--- src/rtl/core/psq_pkg.sv ---
// shared types and constants of the positional sequence store core
// no dependencies; used by every module of the block
package psq_pkg;

  // storage geometry
  localparam int unsigned Capacity  = 64;
  localparam int unsigned DataWidth = 32;
  localparam int unsigned IdxW      = $clog2(Capacity);
  localparam int unsigned CntW      = $clog2(Capacity + 1);

  // fixed field widths of the transactions
  localparam int unsigned KindW   = 3;
  localparam int unsigned PosW    = 6;
  localparam int unsigned ValueW  = 32;
  localparam int unsigned StatusW = 2;

  // operation codes
  typedef enum logic [KindW-1:0] {
    KIND_PUSH_FRONT = 3'd0,
    KIND_PUSH_BACK  = 3'd1,
    KIND_POP_FRONT  = 3'd2,
    KIND_POP_BACK   = 3'd3,
    KIND_INSERT     = 3'd4,
    KIND_REMOVE     = 3'd5,
    KIND_READ       = 3'd6
  } kind_e;

  // result status codes
  typedef enum logic [StatusW-1:0] {
    ST_OK    = 2'd0,
    ST_EMPTY = 2'd1,
    ST_FULL  = 2'd2,
    ST_RANGE = 2'd3
  } status_e;

  // input transaction
  typedef struct packed {
    logic [KindW-1:0]         kind;
    logic [PosW-1:0]          position;
    logic signed [ValueW-1:0] value;
  } in_item_t;

  // result transaction
  typedef struct packed {
    logic [StatusW-1:0]       status;
    logic [CntW-1:0]          count;
    logic signed [ValueW-1:0] out_value;
  } out_item_t;

  // shift command from control to the cell row
  typedef struct packed {
    logic                 open_gap;
    logic                 close_gap;
    logic [IdxW-1:0]      at;
    logic [DataWidth-1:0] data;
  } shift_cmd_t;

endpackage

--- src/rtl/core/psq_ctrl.sv ---
// operation decode, status checks and element count register
// depends on psq_pkg for codes, transaction types and the shift command
module psq_ctrl (
  input  logic                           clk_i,
  input  logic                           rst_ni,
  input  logic                           fire_i,
  input  psq_pkg::in_item_t              item_i,
  input  logic [psq_pkg::DataWidth-1:0]  rd_data_i,
  output psq_pkg::shift_cmd_t            cmd_o,
  output psq_pkg::out_item_t             result_o
);

  logic [psq_pkg::CntW-1:0] used_q, used_d;
  logic [psq_pkg::CntW-1:0] last_idx;
  logic                     full;
  logic                     empty;
  logic                     out_of_range;
  logic                     take;
  psq_pkg::status_e         status;

  assign full         = used_q == psq_pkg::CntW'(psq_pkg::Capacity);
  assign empty        = used_q == '0;
  assign out_of_range = psq_pkg::CntW'(item_i.position) >= used_q;
  assign last_idx     = used_q - 1'b1;

  // decode and checks
  always_comb begin
    status         = psq_pkg::ST_OK;
    used_d         = used_q;
    take           = 1'b0;
    cmd_o.open_gap  = 1'b0;
    cmd_o.close_gap = 1'b0;
    cmd_o.at        = '0;
    cmd_o.data      = item_i.value[psq_pkg::DataWidth-1:0];
    unique case (psq_pkg::kind_e'(item_i.kind))
      psq_pkg::KIND_PUSH_FRONT,
      psq_pkg::KIND_PUSH_BACK: begin
        if (full) begin
          status = psq_pkg::ST_FULL;
        end else begin
          cmd_o.open_gap = 1'b1;
          cmd_o.at = (psq_pkg::kind_e'(item_i.kind) == psq_pkg::KIND_PUSH_FRONT) ?
                     '0 : used_q[psq_pkg::IdxW-1:0];
          used_d = used_q + 1'b1;
        end
      end
      psq_pkg::KIND_POP_FRONT,
      psq_pkg::KIND_POP_BACK: begin
        if (empty) begin
          status = psq_pkg::ST_EMPTY;
        end else begin
          cmd_o.close_gap = 1'b1;
          cmd_o.at = (psq_pkg::kind_e'(item_i.kind) == psq_pkg::KIND_POP_FRONT) ?
                     '0 : last_idx[psq_pkg::IdxW-1:0];
          take   = 1'b1;
          used_d = last_idx;
        end
      end
      psq_pkg::KIND_INSERT: begin
        if (full) begin
          status = psq_pkg::ST_FULL;
        end else if (out_of_range) begin
          status = psq_pkg::ST_RANGE;
        end else begin
          cmd_o.open_gap = 1'b1;
          cmd_o.at       = psq_pkg::IdxW'(item_i.position);
          used_d         = used_q + 1'b1;
        end
      end
      psq_pkg::KIND_REMOVE,
      psq_pkg::KIND_READ: begin
        cmd_o.at = psq_pkg::IdxW'(item_i.position);
        if (empty) begin
          status = psq_pkg::ST_EMPTY;
        end else if (out_of_range) begin
          status = psq_pkg::ST_RANGE;
        end else begin
          take = 1'b1;
          if (psq_pkg::kind_e'(item_i.kind) == psq_pkg::KIND_REMOVE) begin
            cmd_o.close_gap = 1'b1;
            used_d          = last_idx;
          end
        end
      end
      default: begin
        // unused code: no operation
      end
    endcase
  end

  // result fields, removed or read word sign extended
  always_comb begin
    result_o.status    = status;
    result_o.count     = used_d;
    result_o.out_value = take ? psq_pkg::ValueW'($signed(rd_data_i)) : '0;
  end

  // element count
  always_ff @(posedge clk_i or negedge rst_ni) begin
    if (!rst_ni) begin
      used_q <= '0;
    end else if (fire_i) begin
      used_q <= used_d;
    end
  end

endmodule

--- config.mk ---
export PLATFORM = sky130hd
export DESIGN_NAME = psq_ctrl
export DESIGN_NICKNAME = d
export VERILOG_FILES = /design/src/rtl/core/psq_pkg.sv /design/src/rtl/core/psq_ctrl.sv
export SDC_FILE = /design/constraint.sdc
export NUM_CORES = 1
export LEC_CHECK = 0
export ABC_AREA = 1
export BUFFER_PORTS_ARGS = -buffer_cell sky130_fd_sc_hd__buf_2
export CORE_UTILIZATION = 41
export DETAILED_ROUTE_END_ITERATION = 10
export PLACE_DENSITY = 0.94
export SYNTH_ARGS = -nofsm -noshare
export SYNTH_HDL_FRONTEND = slang
export SYNTH_SLANG_ARGS = --single-unit
--- constraint.sdc ---
create_clock -name clk_i -period 4.2 [get_ports clk_i]
set_input_delay 0.21 -clock clk_i [delete_from_list [all_inputs] [get_ports clk_i]]
set_output_delay 0.21 -clock clk_i [all_outputs]
set_load 0.1 [all_outputs]
Word-level counts from Yosys, hierarchy flattened
Cells that the tools add are included.
{"block": "totals", "register_bits": 7, "input_bits": 76}
{"block": "op_classes", "n_addsub": 2, "magnitude_cmp": 1, "eq_ne": 7, "n_mux": 33, "n_reduce_logical": 5}
{"operator": "$mux W7", "count": 8}
{"operator": "$mux W32", "count": 1}
{"operator": "$mux W6", "count": 5}
{"operator": "$pmux W7 S4", "count": 1}
{"operator": "$pmux W6 S4", "count": 1}
{"operator": "$eq A3 B3 Y1 const B", "count": 3}
{"operator": "$mux W1", "count": 9}
{"operator": "$mux W2", "count": 4}
{"operator": "$pmux W2 S4", "count": 1}
{"operator": "$add A7 B1 Y7 const B", "count": 1}
{"operator": "$eq A7 B7 Y1 const B", "count": 1}
{"operator": "$ge A6 B7 Y1", "count": 1}
{"operator": "$logic_not A7 Y1", "count": 1}
{"operator": "$sub A7 B1 Y7 const B", "count": 1}
{"operator": "$eq A3 B2 Y1 const B", "count": 2}
{"operator": "$pmux W1 S2", "count": 3}
{"operator": "$reduce_or A2 Y1", "count": 3}
{"operator": "$eq A3 B1 Y1 const B", "count": 1}
{"operator": "$logic_not A3 Y1", "count": 1}

Logic depth before layout (Yosys ltp)
{"block": "depth", "ltp_word": 5, "depth_mapped": 16, "depth_no_buf": 15}

Worst setup path after synthesis
No wires, ideal clock.
{"block": "synth_path", "path_kind": "register to output", "start": "register used_q[0] in the netlist's numbering", "end": "output port cmd_o[34] in the netlist's numbering", "arrival_time_ns": 3.482, "setup_slack_ns": 0.508, "path_stages_with_launch": 8, "path_buffers": 0, "cell_sequence": "dfrtp_1 > inv_1 > ha_1 > nand2_4 > nor2_8 > nor2_8 > inv_1 > o311ai_1"}
{"element": "start, declared", "line_no": "psq_ctrl.sv:13", "source": "logic [psq_pkg::CntW-1:0] used_q, used_d;"}
{"element": "start signal, assigned", "line_no": "psq_ctrl.sv:103", "source": "used_q <= used_d;"}
{"element": "end, declared", "line_no": "psq_ctrl.sv:9", "source": "output psq_pkg::shift_cmd_t cmd_o,"}

==> results.json <==
{
  "status": "complete, no violations",
  "post-dp-hpwl_um": 4850,
  "hold_path_end": "used_q[6]$_DFFE_PN0P_",
  "layout_min_cycle_time_ps": 3100,
  "totalPowerFinal_uw": 2160,
  "clock_insertion_delay_worst_skew_ps": 230,
  "start_kind": "flip-flop",
  "synth-warning-count": 0,
  "tritoncts": "yes",
  "fraction_of_post_synthesis_cell_area_in_the_top_cell_type_by_area": 0.153,
  "worst_setup_hold_path_clk_slew_ps": 40,
  "registers.top_by_ff_count": "used_q",
  "timing.max_slew.rel_slack": 0.515,
  "worstSetupPathType": "flip-flop to primary output",
  "final_core_utilization": 0.503,
  "critPathRequiredTime_ps": 3990,
  "via_count_normalized_by_instance_count": 4.93,
  "largest_reg_flops": 7,
  "drt_pre_antenna_iters": 4,
  "clock_skew_ps": 4.93,
  "final_period_utilization": 0.737,
  "worstHoldStart": "fire_i",
  "num_antenna_cells": 0,
  "grt_max_degree": 33,
  "io-pin-count": 157,
  "number_of_core_rows": 24,
  "gate_count_of_the_mapped_netlist": 331,
  "num_vias": 2171,
  "vdd_drop_max_v": 0.000620,
  "post_synth.cell_area_avg_um2": 6.02,
  "worst_min_delay_path_category": "input pin to flip-flop",
  "initial_utilization": 0.442,
  "syn2layout_area_growth_pct": 13.6,
  "groute.usage.overall": 0.221,
  "grt_setup_unrepaired": "no",
  "routed_wl_um": 5760,
  "wl_per_cell_um": 13.1,
  "finalInstanceArea_mm2": 0.00226,
  "number_of_violations_reported_at_the_end_of_detailed_routing_iteration_0": 58,
  "grt_overflow_total": 0,
  "postSynthNetCount": 416,
  "final_layout_size_suffix_gt1_frac": 0.356,
  "internal_power_uw": 529,
  "most-common-layout-cells": "buf_2, nand2_1, inv_1",
  "ys_types": 34,
  "worst-path-max-fanout": 32,
  "reg2reg_setup_slack_ps": 1870,
  "maxClockFrequency_mhz": 323,
  "portBuffers": 92,
  "synth.cell_area_mm2": 0.00199,
  "critical_path_buf_inv_count": 2,
  "die_area_mm2": 0.00514,
  "cellPowerDensity_mw_per_mm2": 954,
  "hold-path-cell-count": 3,
  "timing.critical_path.arrival_ps": 2890,
  "clock-sinks": 7,
  "cts-buffers-inserted": 3,
  "p_sw_uw": 1630,
  "largest_registers": "used_q x7",
  "total_leakage_power_uw": 0.00146,
  "dpl_worst_slack_ps": 1320,
  "max-clock-path-buffers": 2,
  "seq_area_frac_synth": 0.0879,
  "fin_ws_ps": 1100,
  "die_height_um": 71.7,
  "critPathTopFamily": "simple AND/OR/NAND/NOR gates",
  "worst-r2r-cell-count": 12,
  "cts_max_level": 1,
  "crit_chain": "inv_1 -> ha_1 -> nand2_1 -> nor3_2 -> nand2_2 -> nand2_4 -> nor2_4 -> a21oi_4 -> nor2_1 -> buf_2",
  "chipWidth_um": 71.7,
  "power.switching_fraction": 0.755,
  "p_seq_frac": 0.080,
  "place_area_mm2": 0.00221,
  "end_kind": "primary output",
  "setup-violations-final": 0,
  "drv_slew": 0,
  "worst_r2r_endpoint": "used_q[2]$_DFFE_PN0P_",
  "mostFrequentLayoutCell": "buf_2",
  "slowest_stage": "dfrtp_1",
  "worst-slew-pin-transition_ps": 725,
  "finish.net_count": 474,
  "synth.largest_area_cell": "nand2_1",
  "ant_nets": 0,
  "fin_setup_tns_ps": 0,
  "grt_pass1_wl_um": 9230,
  "maxCapViolations": 0,
  "core_region_area_mm2": 0.00450,
  "first_global_vias": 2191,
  "postSynthRegisterBits": 7,
  "clock-root-buffer": "clkbuf_8",
  "power.clock.fraction": 0.044,
  "timing.final.hold_violations": 0,
  "finalWeightedCongestion": 0.983,
  "p_comb_frac": 0.876,
  "grt_antenna_before_repair": 0,
  "critical_path.reg2reg.startpoint": "used_q[4]$_DFFE_PN0P_",
  "cp_slowest_stage_delay_ps": 600,
  "drc": 0,
  "yosys-top-cells-area": "nand2_1, buf_4, inv_1"
}
## worst min-delay path, stage by stage
cell     delay (ps)
buf_2           150
nand2_1          70
nand2_1          40
## power groups by stage
stage	logic [µW]	registers, µW	clock network (µW)
detailed placement	1890	173	0
global route	2000	179	105
floorplan	1830	122	0
finish	1890	173	94.6
CTS	1890	172	96.9
global placement	1870	168	0
## cell type report
class	count	area, µm²
sequential	7	175
inverter	69	265
tap	52	65.1
timing repair buffer	93	470
multi-input combinational	215	1240
fill	472	2240
clock buffer	4	45.0
## per-stage QoR
stage / hold WS [ps] / std cells
after global placement: 48.1 / 435
after CTS: 281 / 440
after detailed placement: 52.7 / 435
final: 287 / 440
after floorplan: -85.6 / 331
after global routing: 297 / 440
## routing by layer
| layer | wire [µm] | global-route usage | vias up |
|---|---|---|---|
| met3 | 462 | 0.0563 | 10 |
| met1 | 2260 | 0.244 | 977 |
| met2 | 2970 | 0.418 | 102 |
| li1 | - | - | 1082 |
| met5 | 0 | 0 | - |
| met4 | 71 | 0.0545 | 0 |
## what timing repair did
action                                  in CTS  in global routing
endpoints found under the setup margin       0                  0
endpoints found under the hold margin        7                  0
setup buffers                                0                  0
gates resized for setup                      0                  0
hold buffers                                 1                  0
## cell usage after synthesis, drive strengths merged
cell	number
nand3	23
nor3	1
a21oi	2
xor2	6
xnor2	1
a21boi	1
o211ai	2
nor2	61
o221ai	5
o311ai	1
ha	9
o21ai	2
clkinv	2
inv	67
nand3b	1
buf	40
nand4	8
dfrtp	7
nand2	90
o21bai	2
## kinds of logic (layout without fill, tap and decap cells)
logic type | after synthesis | after routing | share of synthesized area
adders and majority gates | 9 | 9 | 0.0565
and+or+nand+nor | 184 | 184 | 0.468
buffers and inverters | 109 | 166 | 0.288
AOI/OAI and AO/OA | 15 | 15 | 0.0685
xor gates and xnor gates | 7 | 7 | 0.0308
DFF | 7 | 7 | 0.0879
## worst max-delay path by stage
stage	to	cells after the start	start	slack, ps
after floorplan	cmd_o[34]	7	used_q[0]$_DFFE_PN0P_	510
after global placement	result_o[31]	10	used_q[3]$_DFFE_PN0P_	1340
after detailed placement	result_o[5]	10	used_q[3]$_DFFE_PN0P_	1320
after CTS	result_o[29]	10	used_q[3]$_DFFE_PN0P_	1060
after global routing	result_o[5]	10	used_q[3]$_DFFE_PN0P_	830
final	result_o[29]	10	used_q[3]$_DFFE_PN0P_	1100
(Power assumes the default switching activity.)
